`config.mk`:
```
export PLATFORM = sky130hd
export DESIGN_NAME = weighted_candidate_score_select_top_flat
export DESIGN_NICKNAME = d
export VERILOG_FILES = /design/src/wcss_pkg.sv /design/src/wcss_cand_if.sv /design/src/wcss_verdict_if.sv /design/src/weighted_candidate_score_select_top.sv /design/src/flat_wrapper.sv
export SDC_FILE = /design/constraint.sdc
export NUM_CORES = 1
export LEC_CHECK = 0
export BUFFER_PORTS_ARGS = -buffer_cell sky130_fd_sc_hd__buf_2
export CORE_MARGIN = 2
export CORE_UTILIZATION = 35
export DETAILED_ROUTE_END_ITERATION = 7
export GPL_TIMING_DRIVEN = 1
export SYNTH_ARGS = -nofsm -noshare
export SYNTH_HDL_FRONTEND = slang
export SYNTH_SLANG_ARGS = --single-unit
```
`constraint.sdc`:
```
create_clock -name clk -period 10.7 [get_ports clk]
set_input_delay 1.07 -clock clk [delete_from_list [all_inputs] [get_ports clk]]
set_output_delay 1.07 -clock clk [all_outputs]
set_load 0.01 [all_outputs]
```
`src/wcss_pkg.sv`:
```
// ----------------------------------------------------------------------------
// wcss_pkg
// shared types and constants for the weighted candidate score/select block
// ----------------------------------------------------------------------------
package wcss_pkg;

	localparam int MAX_CANDIDATES_DEF = 16;

	// configuration port
	localparam int CFG_W     = 11;
	localparam int CFG_IDX_W = 3;

	localparam logic [CFG_IDX_W-1:0] REG_LOCALITY_BONUS     = 3'd0;
	localparam logic [CFG_IDX_W-1:0] REG_LOCAL_FIRST_BONUS  = 3'd1;
	localparam logic [CFG_IDX_W-1:0] REG_GPU_COST_DIVISOR   = 3'd2;
	localparam logic [CFG_IDX_W-1:0] REG_CPU_COST_DIVISOR   = 3'd3;
	localparam logic [CFG_IDX_W-1:0] REG_DEGRADED_PENALTY   = 3'd4;
	localparam logic [CFG_IDX_W-1:0] REG_PRIVATE_DATA_BONUS = 3'd5;
	localparam logic [CFG_IDX_W-1:0] REG_OVERLAP_BONUS      = 3'd6;
	localparam logic [CFG_IDX_W-1:0] REG_MISMATCH_PENALTY   = 3'd7;

	// field widths
	localparam int IDX_W   = 4;
	localparam int SCORE_W = 16;
	localparam int DIV_W   = 7;
	localparam int KEY_W   = 64;

	// reason codes
	localparam logic [2:0] RSN_OK          = 3'd0;
	localparam logic [2:0] RSN_BAD_WEIGHTS = 3'd1;
	localparam logic [2:0] RSN_UNAVAILABLE = 3'd2;
	localparam logic [2:0] RSN_LOCAL_ONLY  = 3'd3;
	localparam logic [2:0] RSN_NET_DENIED  = 3'd4;
	localparam logic [2:0] RSN_REMOTE_DENY = 3'd5;
	localparam logic [2:0] RSN_OVERFLOW    = 3'd6;

	// engine states
	localparam logic [1:0] ENG_AVAILABLE   = 2'd0;
	localparam logic [1:0] ENG_DEGRADED    = 2'd1;
	localparam logic [1:0] ENG_OFFLINE     = 2'd2;
	localparam logic [1:0] ENG_MAINTENANCE = 2'd3;

	// engine flag bits
	localparam int EF_LOCAL   = 0;
	localparam int EF_PRIVATE = 1;
	localparam int EF_NETWORK = 2;
	localparam int EF_REMOTE  = 3;
	localparam int EF_RANGE   = 4;

	// job flag bits
	localparam int JF_LOCAL_FIRST = 0;
	localparam int JF_LOCAL_ONLY  = 1;
	localparam int JF_NET_OK      = 2;
	localparam int JF_REMOTE_OK   = 3;
	localparam int JF_RANGE       = 4;

	localparam logic [7:0] WEIGHT_MAX = 8'd100;
	localparam logic signed [SCORE_W-1:0] ESCALATE_BELOW = 16'sd50;
	localparam logic signed [SCORE_W:0]   ESCALATE_GAP   = 17'sd5;

	typedef struct packed {
		logic [7:0]              quality;
		logic [7:0]              gpu_load_weight;
		logic [7:0]              cpu_load_weight;
		logic [1:0]              engine_state;
		logic [4:0]              engine_flags;
		logic [KEY_W-1:0]        engine_key_low;
		logic [KEY_W-1:0]        engine_key_high;
		logic signed [7:0]       predicted_delta;
		logic [4:0]              job_flags;
		logic [KEY_W-1:0]        job_key_low;
		logic [KEY_W-1:0]        job_key_high;
		logic                    last;
	} cand_word_t;

	typedef struct packed {
		logic [IDX_W-1:0]          candidate_index;
		logic                      feasible;
		logic [2:0]                reason_code;
		logic signed [SCORE_W-1:0] score;
		logic                      plan_done;
		logic [IDX_W-1:0]          chosen_index;
		logic                      plan_status;
		logic                      escalate_flag;
	} verdict_word_t;

endpackage

```
`src/wcss_cand_if.sv`:
```
// ----------------------------------------------------------------------------
// wcss_cand_if
// valid/ready channel carrying one candidate word
// ----------------------------------------------------------------------------
interface wcss_cand_if;
	import wcss_pkg::*;

	logic       valid;
	logic       ready;
	cand_word_t data;

	modport source (output valid, output data, input ready);
	modport sink   (input valid, input data, output ready);
endinterface

```
`src/wcss_verdict_if.sv`:
```
// ----------------------------------------------------------------------------
// wcss_verdict_if
// valid/ready channel carrying one verdict word
// ----------------------------------------------------------------------------
interface wcss_verdict_if;
	import wcss_pkg::*;

	logic          valid;
	logic          ready;
	verdict_word_t data;

	modport source (output valid, output data, input ready);
	modport sink   (input valid, input data, output ready);
endinterface

```
`src/weighted_candidate_score_select_top.sv`:
```
// ----------------------------------------------------------------------------
// weighted_candidate_score_select_top
// scores candidate engines of a plan and picks the best one
// ----------------------------------------------------------------------------
// Each candidate word gets hard checks (weights, availability, local-only,
// network, remote) and the first failing check gives the reason code. A
// feasible candidate is scored from quality, locality, the two cost quotients,
// degradation, privacy, key-range overlap and the predicted delta. The plan
// keeps the first maximum and the best of the other scores; the word marked
// last also carries the selected index, the status and the escalation flag,
// and then the plan clears. Words past MAX_CANDIDATES report overflow and are
// not counted. Sequence: a feasible word goes from accept through the prep
// state, the shared restoring divider for the gpu and cpu quotients, the
// update state and the result state back to the next accept; an infeasible
// or overflow word skips the divider. The divider, one bit per cycle, sets
// the pace for feasible words. A finished verdict waits in the output
// register, so the next word is taken while it is still unread; the result
// cycle stalls only if the previous verdict is still held.
// ----------------------------------------------------------------------------
module weighted_candidate_score_select_top #(
	parameter int MAX_CANDIDATES = wcss_pkg::MAX_CANDIDATES_DEF
) (
	input  logic                          clk,
	input  logic                          arst_n,
	input  logic                          cfg_we,
	input  logic [wcss_pkg::CFG_IDX_W-1:0] cfg_index,
	input  logic [wcss_pkg::CFG_W-1:0]     cfg_data,
	wcss_cand_if.sink                     cand,
	wcss_verdict_if.source                verdict
);
	import wcss_pkg::*;

	localparam int CNT_W = $clog2(MAX_CANDIDATES + 1);
	localparam int POS_W = $clog2(MAX_CANDIDATES);

	// sequencer states
	localparam logic [2:0] ST_IDLE   = 3'd0;
	localparam logic [2:0] ST_PREP   = 3'd1;
	localparam logic [2:0] ST_DIV    = 3'd2;
	localparam logic [2:0] ST_UPDATE = 3'd3;
	localparam logic [2:0] ST_RESULT = 3'd4;

	function automatic logic signed [SCORE_W-1:0] sx_cfg(input logic signed [CFG_W-1:0] v);
		return {{(SCORE_W-CFG_W){v[CFG_W-1]}}, v};
	endfunction

	// configuration registers
	logic signed [CFG_W-1:0] locality_bonus_q;
	logic signed [CFG_W-1:0] local_first_bonus_q;
	logic [DIV_W-1:0]        gpu_div_q;
	logic [DIV_W-1:0]        cpu_div_q;
	logic signed [CFG_W-1:0] degraded_penalty_q;
	logic signed [CFG_W-1:0] private_bonus_q;
	logic signed [CFG_W-1:0] overlap_bonus_q;
	logic signed [CFG_W-1:0] mismatch_penalty_q;

	// sequencer and item
	logic [2:0]   state_q;
	cand_word_t   item_q;
	logic [2:0]   reason_q;
	logic         ovf_q;
	logic [POS_W-1:0] pos_q;
	logic [KEY_W-1:0] lo_q;
	logic [KEY_W-1:0] hi_q;
	logic         both_rng_q;
	logic signed [SCORE_W-1:0] sum_q;

	// shared divider
	logic [DIV_W-1:0] rem_q;
	logic [7:0]       quo_q;
	logic [3:0]       step_q;

	// plan state
	logic [CNT_W-1:0]          item_count_q;
	logic signed [SCORE_W-1:0] best_value_q;
	logic [POS_W-1:0]          best_pos_q;
	logic                      best_valid_q;
	logic signed [SCORE_W-1:0] runner_value_q;
	logic                      runner_valid_q;

	// output register
	logic          verdict_valid_q;
	verdict_word_t verdict_q;

	// ------------------------------------------------------------------
	// configuration writes
	// ------------------------------------------------------------------
	always_ff @(posedge clk or negedge arst_n) begin
		if (!arst_n) begin
			locality_bonus_q    <= '0;
			local_first_bonus_q <= '0;
			gpu_div_q           <= DIV_W'(1);
			cpu_div_q           <= DIV_W'(1);
			degraded_penalty_q  <= '0;
			private_bonus_q     <= '0;
			overlap_bonus_q     <= '0;
			mismatch_penalty_q  <= '0;
		end else if (cfg_we) begin
			case (cfg_index)
				REG_LOCALITY_BONUS:     locality_bonus_q    <= cfg_data;
				REG_LOCAL_FIRST_BONUS:  local_first_bonus_q <= cfg_data;
				REG_GPU_COST_DIVISOR:   gpu_div_q           <= cfg_data[DIV_W-1:0];
				REG_CPU_COST_DIVISOR:   cpu_div_q           <= cfg_data[DIV_W-1:0];
				REG_DEGRADED_PENALTY:   degraded_penalty_q  <= cfg_data;
				REG_PRIVATE_DATA_BONUS: private_bonus_q     <= cfg_data;
				REG_OVERLAP_BONUS:      overlap_bonus_q     <= cfg_data;
				REG_MISMATCH_PENALTY:   mismatch_penalty_q  <= cfg_data;
				default: ;
			endcase
		end
	end

	// ------------------------------------------------------------------
	// prep: hard checks, base score, range bounds
	// ------------------------------------------------------------------
	logic [4:0]                ef;
	logic [4:0]                jf;
	logic                      ovf;
	logic [2:0]                reason;
	logic signed [SCORE_W-1:0] base_sum;

	assign ef  = item_q.engine_flags;
	assign jf  = item_q.job_flags;
	assign ovf = item_count_q >= CNT_W'(MAX_CANDIDATES);

	always_comb begin
		if (ovf)
			reason = RSN_OVERFLOW;
		else if (item_q.quality > WEIGHT_MAX || item_q.gpu_load_weight > WEIGHT_MAX ||
		         item_q.cpu_load_weight > WEIGHT_MAX)
			reason = RSN_BAD_WEIGHTS;
		else if (item_q.engine_state inside {ENG_OFFLINE, ENG_MAINTENANCE})
			reason = RSN_UNAVAILABLE;
		else if (jf[JF_LOCAL_ONLY] && !ef[EF_LOCAL])
			reason = RSN_LOCAL_ONLY;
		else if (ef[EF_NETWORK] && !jf[JF_NET_OK])
			reason = RSN_NET_DENIED;
		else if (ef[EF_REMOTE] && !jf[JF_REMOTE_OK])
			reason = RSN_REMOTE_DENY;
		else
			reason = RSN_OK;
	end

	// feasible scores stay within about +-5400, so 16 bits never clamp
	always_comb begin
		base_sum = $signed({{(SCORE_W-8){1'b0}}, item_q.quality})
		         + {{(SCORE_W-8){item_q.predicted_delta[7]}}, item_q.predicted_delta};
		if (ef[EF_LOCAL])
			base_sum = base_sum + sx_cfg(locality_bonus_q);
		if (ef[EF_LOCAL] && jf[JF_LOCAL_FIRST])
			base_sum = base_sum + sx_cfg(local_first_bonus_q);
		if (item_q.engine_state == ENG_DEGRADED)
			base_sum = base_sum + sx_cfg(degraded_penalty_q);
		if (ef[EF_PRIVATE])
			base_sum = base_sum + sx_cfg(private_bonus_q);
	end

	// ------------------------------------------------------------------
	// shared restoring divider, one quotient bit per cycle
	// ------------------------------------------------------------------
	logic [DIV_W-1:0] div_raw;
	logic [DIV_W-1:0] div_eff;
	logic [7:0]       trial;
	logic [7:0]       trial_diff;
	logic             take;
	logic [DIV_W-1:0] rem_nx;
	logic [7:0]       quo_nx;
	logic signed [SCORE_W-1:0] range_term;

	assign div_raw    = step_q[3] ? cpu_div_q : gpu_div_q;
	assign div_eff    = (div_raw == '0) ? DIV_W'(1) : div_raw;
	assign trial      = {rem_q, quo_q[7]};
	assign trial_diff = trial - {1'b0, div_eff};
	assign take       = trial >= {1'b0, div_eff};
	assign rem_nx     = take ? trial_diff[DIV_W-1:0] : trial[DIV_W-1:0];
	assign quo_nx     = {quo_q[6:0], take};

	always_comb begin
		if (!both_rng_q)
			range_term = '0;
		else if (lo_q <= hi_q)
			range_term = sx_cfg(overlap_bonus_q);
		else
			range_term = sx_cfg(mismatch_penalty_q);
	end

	// ------------------------------------------------------------------
	// plan summary from the updated plan state
	// ------------------------------------------------------------------
	logic signed [SCORE_W:0] best_gap;
	logic                    escalate;
	logic                    res_load;
	logic [POS_W+IDX_W-1:0]  pos_ext;
	logic [POS_W+IDX_W-1:0]  best_ext;

	assign best_gap = {best_value_q[SCORE_W-1], best_value_q}
	                - {runner_value_q[SCORE_W-1], runner_value_q};
	assign escalate = (best_value_q < ESCALATE_BELOW) ||
	                  (runner_valid_q && best_gap <= ESCALATE_GAP);
	assign res_load = (state_q == ST_RESULT) && (!verdict_valid_q || verdict.ready);
	assign pos_ext  = {{IDX_W{1'b0}}, pos_q};
	assign best_ext = {{IDX_W{1'b0}}, best_pos_q};

	// ------------------------------------------------------------------
	// sequencer
	// ------------------------------------------------------------------
	always_ff @(posedge clk or negedge arst_n) begin
		if (!arst_n) begin
			state_q         <= ST_IDLE;
			step_q          <= '0;
			item_count_q    <= '0;
			best_value_q    <= '0;
			best_pos_q      <= '0;
			best_valid_q    <= 1'b0;
			runner_value_q  <= '0;
			runner_valid_q  <= 1'b0;
			verdict_valid_q <= 1'b0;
		end else begin
			// a new verdict replaces the one read out in the same cycle
			if (res_load)
				verdict_valid_q <= 1'b1;
			else if (verdict.valid && verdict.ready)
				verdict_valid_q <= 1'b0;
			case (state_q)
				ST_IDLE: begin
					if (cand.valid)
						state_q <= ST_PREP;
				end
				ST_PREP: begin
					step_q  <= '0;
					state_q <= (reason == RSN_OK) ? ST_DIV : ST_UPDATE;
				end
				ST_DIV: begin
					step_q <= step_q + 4'd1;
					if (step_q == 4'd15)
						state_q <= ST_UPDATE;
				end
				ST_UPDATE: begin
					if (!ovf_q)
						item_count_q <= item_count_q + CNT_W'(1);
					if (reason_q == RSN_OK) begin
						if (!best_valid_q || sum_q > best_value_q) begin
							if (best_valid_q) begin
								runner_value_q <= best_value_q;
								runner_valid_q <= 1'b1;
							end
							best_value_q <= sum_q;
							best_pos_q   <= pos_q;
							best_valid_q <= 1'b1;
						end else if (!runner_valid_q || sum_q > runner_value_q) begin
							runner_value_q <= sum_q;
							runner_valid_q <= 1'b1;
						end
					end
					state_q <= ST_RESULT;
				end
				ST_RESULT: begin
					if (res_load) begin
						state_q <= ST_IDLE;
						// last word closes the plan
						if (item_q.last) begin
							item_count_q   <= '0;
							best_value_q   <= '0;
							best_pos_q     <= '0;
							best_valid_q   <= 1'b0;
							runner_value_q <= '0;
							runner_valid_q <= 1'b0;
						end
					end
				end
				default: state_q <= ST_IDLE;
			endcase
		end
	end

	// ------------------------------------------------------------------
	// datapath registers
	// ------------------------------------------------------------------
	always_ff @(posedge clk) begin
		if (cand.valid && cand.ready)
			item_q <= cand.data;

		case (state_q)
			ST_PREP: begin
				reason_q   <= reason;
				ovf_q      <= ovf;
				pos_q      <= ovf ? '0 : item_count_q[POS_W-1:0];
				lo_q       <= (item_q.job_key_low > item_q.engine_key_low) ?
				              item_q.job_key_low : item_q.engine_key_low;
				hi_q       <= (item_q.job_key_high < item_q.engine_key_high) ?
				              item_q.job_key_high : item_q.engine_key_high;
				both_rng_q <= jf[JF_RANGE] && ef[EF_RANGE];
				sum_q      <= base_sum;
				rem_q      <= '0;
				quo_q      <= item_q.gpu_load_weight;
			end
			ST_DIV: begin
				if (step_q[2:0] == 3'd7) begin
					// quotient done: subtract it, reload for the cpu weight
					sum_q <= sum_q - $signed({{(SCORE_W-8){1'b0}}, quo_nx});
					rem_q <= '0;
					quo_q <= item_q.cpu_load_weight;
				end else begin
					rem_q <= rem_nx;
					quo_q <= quo_nx;
					if (step_q == 4'd0)
						sum_q <= sum_q + range_term;
				end
			end
			ST_RESULT: begin
				if (res_load) begin
					verdict_q.candidate_index <= pos_ext[IDX_W-1:0];
					verdict_q.feasible        <= (reason_q == RSN_OK);
					verdict_q.reason_code     <= reason_q;
					verdict_q.score           <= (reason_q == RSN_OK) ? sum_q : '1;
					verdict_q.plan_done       <= item_q.last;
					verdict_q.chosen_index    <= (item_q.last && best_valid_q) ?
					                             best_ext[IDX_W-1:0] : '0;
					verdict_q.plan_status     <= item_q.last && !best_valid_q;
					verdict_q.escalate_flag   <= item_q.last && best_valid_q && escalate;
				end
			end
			default: ;
		endcase
	end

	assign cand.ready    = (state_q == ST_IDLE);
	assign verdict.valid = verdict_valid_q;
	assign verdict.data  = verdict_q;

	// ------------------------------------------------------------------
	// assertions
	// ------------------------------------------------------------------
`ifndef SYNTH
	a_count_bound: assert property (@(posedge clk) disable iff (!arst_n)
		item_count_q <= CNT_W'(MAX_CANDIDATES))
		else $error("plan count beyond capacity");

	a_runner_needs_best: assert property (@(posedge clk) disable iff (!arst_n)
		runner_valid_q |-> best_valid_q)
		else $error("runner-up held without a best candidate");

	a_best_order: assert property (@(posedge clk) disable iff (!arst_n)
		(best_valid_q && runner_valid_q) |-> (best_value_q >= runner_value_q))
		else $error("runner-up score above best score");

	a_plan_clears: assert property (@(posedge clk) disable iff (!arst_n)
		(res_load && item_q.last) |=> (item_count_q == '0 && !best_valid_q &&
		!runner_valid_q))
		else $error("plan state not cleared after last word");
`endif

endmodule

```
`src/flat_wrapper.sv`:
```
// flat-port wrapper written by rule: the top's interface ports become plain ports
module weighted_candidate_score_select_top_flat import wcss_pkg::*;
#(
	parameter int MAX_CANDIDATES = wcss_pkg::MAX_CANDIDATES_DEF
)
  (clk, arst_n, cfg_we, cfg_index, cfg_data, cand_valid, cand_data, cand_ready, verdict_valid, verdict_data, verdict_ready);
  wcss_cand_if cand_i ();
  wcss_verdict_if verdict_i ();
  input  logic clk;
  input  logic arst_n;
  input  logic cfg_we;
  input  logic [wcss_pkg::CFG_IDX_W-1:0] cfg_index;
  input  logic [wcss_pkg::CFG_W-1:0] cfg_data;
  input wire logic [$bits(cand_i.valid)-1:0] cand_valid;
  input wire logic [$bits(cand_i.data)-1:0] cand_data;
  output wire logic [$bits(cand_i.ready)-1:0] cand_ready;
  output wire logic [$bits(verdict_i.valid)-1:0] verdict_valid;
  output wire logic [$bits(verdict_i.data)-1:0] verdict_data;
  input wire logic [$bits(verdict_i.ready)-1:0] verdict_ready;
  assign cand_i.valid = cand_valid;
  assign cand_i.data = cand_data;
  assign cand_ready = cand_i.ready;
  assign verdict_valid = verdict_i.valid;
  assign verdict_data = verdict_i.data;
  assign verdict_i.ready = verdict_ready;
  weighted_candidate_score_select_top #(.MAX_CANDIDATES(MAX_CANDIDATES)) u_core (.clk(clk), .arst_n(arst_n), .cfg_we(cfg_we), .cfg_index(cfg_index), .cfg_data(cfg_data), .cand(cand_i), .verdict(verdict_i));
endmodule
```
==> reports/metrics.cfg, run 1 <==
[cells_and_area]
final_util_pct=41.4
area_growth_pct=17.2
nets=3841
fillers=9130
layout-drive-gt1-share_pct=23.0
final_cells=4524

[die]
rows=114
die_w_um=316
core_area_mm2=0.0967
dieArea_mm2=0.100
io_pins=353
die_h_um=316
initial_core_util_pct=35.3

[pwr]
peakVddDrop_mv=0.148
combPwrFrac_pct=45.0
p_sw_w=0.00464
p_int_w=0.00757
seqPwrFrac_pct=33.5
p_clk_share_pct=21.4
power_density_mw_per_mm2=305
power_switching_share_pct=38.0
p_leak_nw=17.3

[route]
drc=0
drtIter0Drc=1376
viasPerCell=4.94
avgRoutedWirePerCell_um=18.4
first_pass_iters=6
routed_wl_um=83300
vias=22339
antenna_left=0

[sta]
setup_viol=0
hold_viol=0
slew_headroom_pct=27.8
setup_tns_ns=0
fin_crit_ns=7.84
report.final.slew_viol_count=0
period_share_pct=73.3
clock_skew_ns=0.0240
rsz0062_at_grt=no
worst_pin_slew_ns=1.08
maxClockFrequency_mhz=127
setup_ws_ns=2.86

[place]
hpwl_um=62700
io_buffers=352
gp_congestion=0.849
pre_cts_ws_ns=2.92
dpl.cell_count=4380

[clock_tree]
cts_sinks=631
clockBufferDepth=3
ctsHoldBuffers=0
cts_resized=0
cts_root_buf=clkbuf_16
cts.clk_slew.worst_paths_ns=0.06
htree_levels=3
cts_tree=done
insertion_delay_ns=0.64
post-cts-setup-buffer-count=0
numCtsBuffers=75

[logic_synthesis]
yosys_register_bits=631
ys_seq_area_share_pct=53.6
synth_area_mm2=0.0341
ys_warn_count=0
synthCells=2787
synth.most_common_cell=edfxtp_1
synth_edf_count=500
yosysUniqueCellTypes=71
synth_area_leaders=edfxtp_1 44%, ha_1 12%, dfrtp_1 9.5%
synth-async-reset-ratio_pct=20.8
syn_avg_cell_area_um2=12.2
synthFlopType=edfxtp_1
synth_top_area_share_pct=44.0
yosys.area.top_type=edfxtp_1
syn-num-nets=3447
synthTopCellsByCount=500 x edfxtp_1, 332 x ha_1, 290 x inv_1

[grt]
antenna_found_initial=14
grt_overflow_total=0
grt_util_all_layers_pct=16.7
grt_pass1_vias=22345
grt_max_degree=140
grt_pass1_wl_um=127000

[setup_path]
slowest_delay_ns=0.40
crit_type=reg2reg
crit_top_cell=ha_1
crit_slowest_cell=fa_1
startpoint_type=register
r2r_start=u_core.item_q[293]
ff2ff_path_depth=40
crit_fanout=5
crit_path_end_kind=register
critPathLaunch=u_core.item_q[293]
cp.required_ns=11.07
cp.arrival_ns=8.21

[worst_hold_path]
min_from=u_core.best_pos_q[2]
min_path_type=reg2reg
worstHoldPathCells=2

[run]
drv_cap=0

[outcome]
status=completed

[metrics by stage]
step                cell area, um2  hold WS (ns)  power [W]
finish                       40000         0.479     0.0122
global route                 40000         0.509     0.0132
CTS                          40000         0.481     0.0123
detailed placement           37500         0.462    0.00965
global placement             37500         0.456    0.00956
floorplan                    34100         0.426    0.00831
[cells by family (layout without fill, tap and decap cells)]
| family | Yosys count | in the layout | share of synthesized area [%] |
|---|---|---|---|
| and+or+nand+nor | 603 | 603 | 8.57 |
| other | 0 | 6 | 0 |
| buffers and inverters | 351 | 806 | 4.02 |
| muxes | 285 | 285 | 9.87 |
| DFF | 631 | 631 | 53.6 |
| adders and majority gates | 340 | 340 | 12.6 |
| AOI/OAI and AO/OA | 503 | 503 | 9.35 |
| xor gates and xnor gates | 74 | 74 | 1.94 |
[final timing paths]
kind                       slack [ns]                             to
setup / recovery                 2.86               u_core.sum_q[15]
hold / removal                   0.48           u_core.best_pos_q[2]
setup reg to reg                 2.86               u_core.sum_q[15]
hold reg to reg                  0.48           u_core.best_pos_q[2]
max in group asynchronous        8.64  u_core.local_first_bonus_q[9]
min in group asynchronous        0.51         u_core.item_count_q[2]
[power by group through the flow]
stage / sequential (W) / combinational, W / clock [W]
floorplan: 0.00404 / 0.00427 / 0
global placement: 0.00413 / 0.00543 / 0
detailed placement: 0.00414 / 0.00551 / 0
CTS: 0.00410 / 0.00555 / 0.00269
global route: 0.00417 / 0.00625 / 0.00278
finish: 0.00409 / 0.00550 / 0.00262
[layout by cell type, fill, tap and decap left out, types with 53 or more instances in the layout]
cell / synthesis / final
nor2_1: 138 / 138
nand2_1: 181 / 181
nand4_1: 53 / 53
a21o_1: 78 / 78
ha_1: 332 / 332
edfxtp_1: 500 / 500
mux2_2: 171 / 171
o21ai_0: 138 / 138
a21oi_1: 138 / 137
mux2_4: 60 / 60
dfrtp_1: 129 / 129
buf_2: 9 / 351
inv_1: 290 / 289
clkbuf_16: 0 / 77
[critical path: cells and delay by family (launching register included)]
kind	cells	cell delay, ns
buf+inv	2	0.12
simple gates	8	1.01
fa+ha+maj	6	1.79
mux	3	0.49
flops	1	0.36
xor+xnor	4	0.71
compound gates	17	3.09
[layer usage]
metal  vias to the layer above  GRT usage [%]  wire length [um]
li1                      11014              -                 -
met1                     10633           21.5             36900
met2                       537           28.2             39700
met3                       143           3.32              4410
met4                        12           5.45              2270
met5                         -              0                78
[final cells by class]
cell class / count / area, um2 / share of cell area (%)
antenna: 6 / 15.0 / 0.0375
clock buffer: 98 / 2070 / 5.16
clock inverter: 40 / 463 / 1.16
inverter: 290 / 1090 / 2.73
multi-input combinational: 1805 / 14500 / 36.3
sequential: 631 / 18300 / 45.7
tap: 1276 / 1600 / 3.99
timing repair buffer: 378 / 1970 / 4.93
[registers in the layout, indices dropped and copies added (netlist names), 16 cells and up]
register               cells
u_core.hi_q               64
u_core.lo_q               64
u_core.sum_q              16
u_core.verdict.data       31
u_core.item_q            291
u_core.runner_value_q     16
u_core.best_value_q       16
Note: power is estimated with default switching activity, not from simulation.
==> run 2: changes to the inputs <==
- clock period: 10.7 -> 7.65 ns (I/O delays scaled with it)
==> reports/metrics.cfg, run 2 (synthesized netlist as in run 1, its figures left out) <==
[sta]
maxClockFrequency_mhz=139  ; was 127 MHz
fin_crit_ns=7.17  ; was 7.84 ns
hold_viol=0  ; unchanged
slew_headroom_pct=31.4  ; was 27.8%
period_share_pct=93.8  ; was 73.3%
worst_pin_slew_ns=1.02  ; was 1.08 ns
setup_viol=0  ; unchanged
setup_ws_ns=0.477  ; was 2.86 ns
setup_tns_ns=0  ; unchanged
report.final.slew_viol_count=0  ; unchanged
worst_hold_slack_ns=0.249  ; was 0.479 ns
clock_skew_ns=0.0272  ; was 0.0240 ns

[route]
viasPerCell=4.94  ; about the same
routed_wl_um=84600  ; was 83300 um
drc=0  ; unchanged
avgRoutedWirePerCell_um=18.6  ; was 18.4 um
drtIter0Drc=1366  ; was 1376
vias=22445  ; was 22339
antenna_left=0  ; unchanged
first_pass_iters=5  ; was 6

[setup_path]
cp.arrival_ns=7.57  ; was 8.21 ns
crit_top_cell=xnor2_1  ; was ha_1
crit_slowest_cell=fa_2  ; was fa_1
cp.required_ns=8.05  ; was 11.07 ns
startpoint_type=register  ; unchanged
crit_path_end_kind=register  ; unchanged
crit_fanout=4  ; was 5
crit_type=reg2reg  ; unchanged
slowest_delay_ns=0.46  ; was 0.40 ns

[clock_tree]
ctsHoldBuffers=0  ; unchanged
clockBufferDepth=3  ; unchanged
cts_sinks=631  ; unchanged
insertion_delay_ns=0.66  ; was 0.64 ns
htree_levels=3  ; unchanged
numCtsBuffers=76  ; was 75
cts_tree=done  ; unchanged
cts.clk_slew.worst_paths_ns=0.07  ; was 0.06 ns
cts_root_buf=clkbuf_16  ; unchanged

[pwr]
seqPwrFrac_pct=33.2  ; was 33.5%
power_switching_share_pct=38.0  ; about the same
peakVddDrop_mv=0.196  ; was 0.148 mV
combPwrFrac_pct=45.6  ; was 45.0%
p_sw_w=0.00658  ; was 0.00464 W
power_density_mw_per_mm2=430  ; was 305 mW/mm2
p_int_w=0.0107  ; was 0.00757 W
p_clk_share_pct=21.2  ; was 21.4%
p_leak_nw=17.4  ; was 17.3 nW

[grt]
grt_max_degree=163  ; was 140
grt_overflow_total=0  ; unchanged
antenna_found_initial=7  ; was 14
grt_pass1_vias=22657  ; was 22345
grt_util_all_layers_pct=16.9  ; was 16.7%
grt_pass1_wl_um=129000  ; was 127000 um

[cells_and_area]
final_cells=4540  ; was 4524
largest_register_ffs=291  ; unchanged
final_util_pct=41.6  ; was 41.4%
top_regs=u_core.item_q (291), u_core.hi_q (64), u_core.lo_q (64)  ; unchanged
layout-drive-gt1-share_pct=24.0  ; was 23.0%
area_growth_pct=17.9  ; was 17.2%
final_common_cell=edfxtp_1  ; unchanged
layout_common_cells=500 x edfxtp_1, 351 x buf_2, 328 x ha_1  ; was 500 x edfxtp_1, 351 x buf_2, 332 x ha_1
fillers=9155  ; was 9130
regMostFlops=u_core.item_q  ; unchanged
nets=3855  ; was 3841

[place]
hpwl_um=64000  ; was 62700 um
pre_cts_ws_ns=0.00476  ; was 2.92 ns
io_buffers=352  ; unchanged
gp_congestion=0.852  ; was 0.849
dpl.cell_count=4386  ; was 4380

[die]
io_pins=353  ; unchanged
rows=114  ; unchanged
core_area_mm2=0.0967  ; unchanged
initial_core_util_pct=35.3  ; unchanged
die_w_um=316  ; unchanged
dieArea_mm2=0.100  ; unchanged
die_h_um=316  ; unchanged

[worst_hold_path]
min_path_type=in2async  ; was reg2reg

[outcome]
status=completed  ; unchanged

[run]
drv_cap=0  ; unchanged

-- run 2: final timing paths --
path | slack (ns) | to | from | cells past startpoint
max | 0.48 | u_core.sum_q[15] | u_core.item_q[293] | 35
min | 0.25 | u_core.item_count_q[4] | arst_n | 1
max reg2reg | 0.48 | u_core.sum_q[15] | u_core.item_q[293] | 35
min reg2reg | 0.45 | u_core.verdict.data[29] | u_core.pos_q[2] | 0
max in group asynchronous | 5.91 | u_core.locality_bonus_q[3] | arst_n | 2
min in group clk | 0.28 | u_core.item_q[144] | cand_data[144] | 1
-- run 2: repair_timing --
action,in CTS,in global routing
gates resized for setup,2,28
pin swaps,0,10
setup buffers,0,7
endpoints found under the setup margin,1,4
cloned,0,0
-- run 2: routing by layer --
| metal | part of all wire, % | up-vias | track usage [%] |
|---|---|---|---|
| li1 | - | 11037 | - |
| met1 | 45 | 10781 | 22.4 |
| met2 | 48 | 528 | 28.7 |
| met3 | 4.8 | 99 | 2.70 |
| met4 | 2.1 | 0 | 4.87 |
| met5 | 0 | - | 0 |
-- run 2: cell type report --
cell class              count  area, um2  share of cell area, %
clock inverters            51        499                   1.24
flip-flops and latches    631      18300                   45.5
repair buffers            391       2080                   5.17
diodes                      5       12.5                 0.0311
clock buffers              91       2020                   5.02
inverters                 290       1090                   2.72
multi-input cells        1805      14700                   36.4
well taps                1276       1600                   3.97
-- run 2: metrics by stage --
stage / instance area (um2) / total power, W
after floorplan: 34100 / 0.0115
after global placement: 37500 / 0.0134
after detailed placement: 37500 / 0.0135
after CTS: 40000 / 0.0173
after global routing: 40200 / 0.0187
final: 40200 / 0.0173
-- run 2: worst max-delay path: cells and delay by family, from the launching register on --
family | cells | cell delay [ns]
AO/OA/AOI/OAI | 9 | 1.59
XOR/XNOR | 6 | 0.84
adder cells (fa/ha/maj) | 6 | 1.89
buffers and inverters | 2 | 0.24
flip-flops | 1 | 0.39
multiplexers | 5 | 1.19
AND/OR/NAND/NOR | 7 | 0.79
-- run 2: power groups by stage --
stage | combinational [W] | clock, W | sequential [W]
floorplan | 0.00597 | 0 | 0.00557
global placement | 0.00762 | 0 | 0.00578
detailed placement | 0.00773 | 0 | 0.00580
CTS | 0.00780 | 0.00378 | 0.00574
global route | 0.00895 | 0.00389 | 0.00585
finish | 0.00789 | 0.00367 | 0.00574
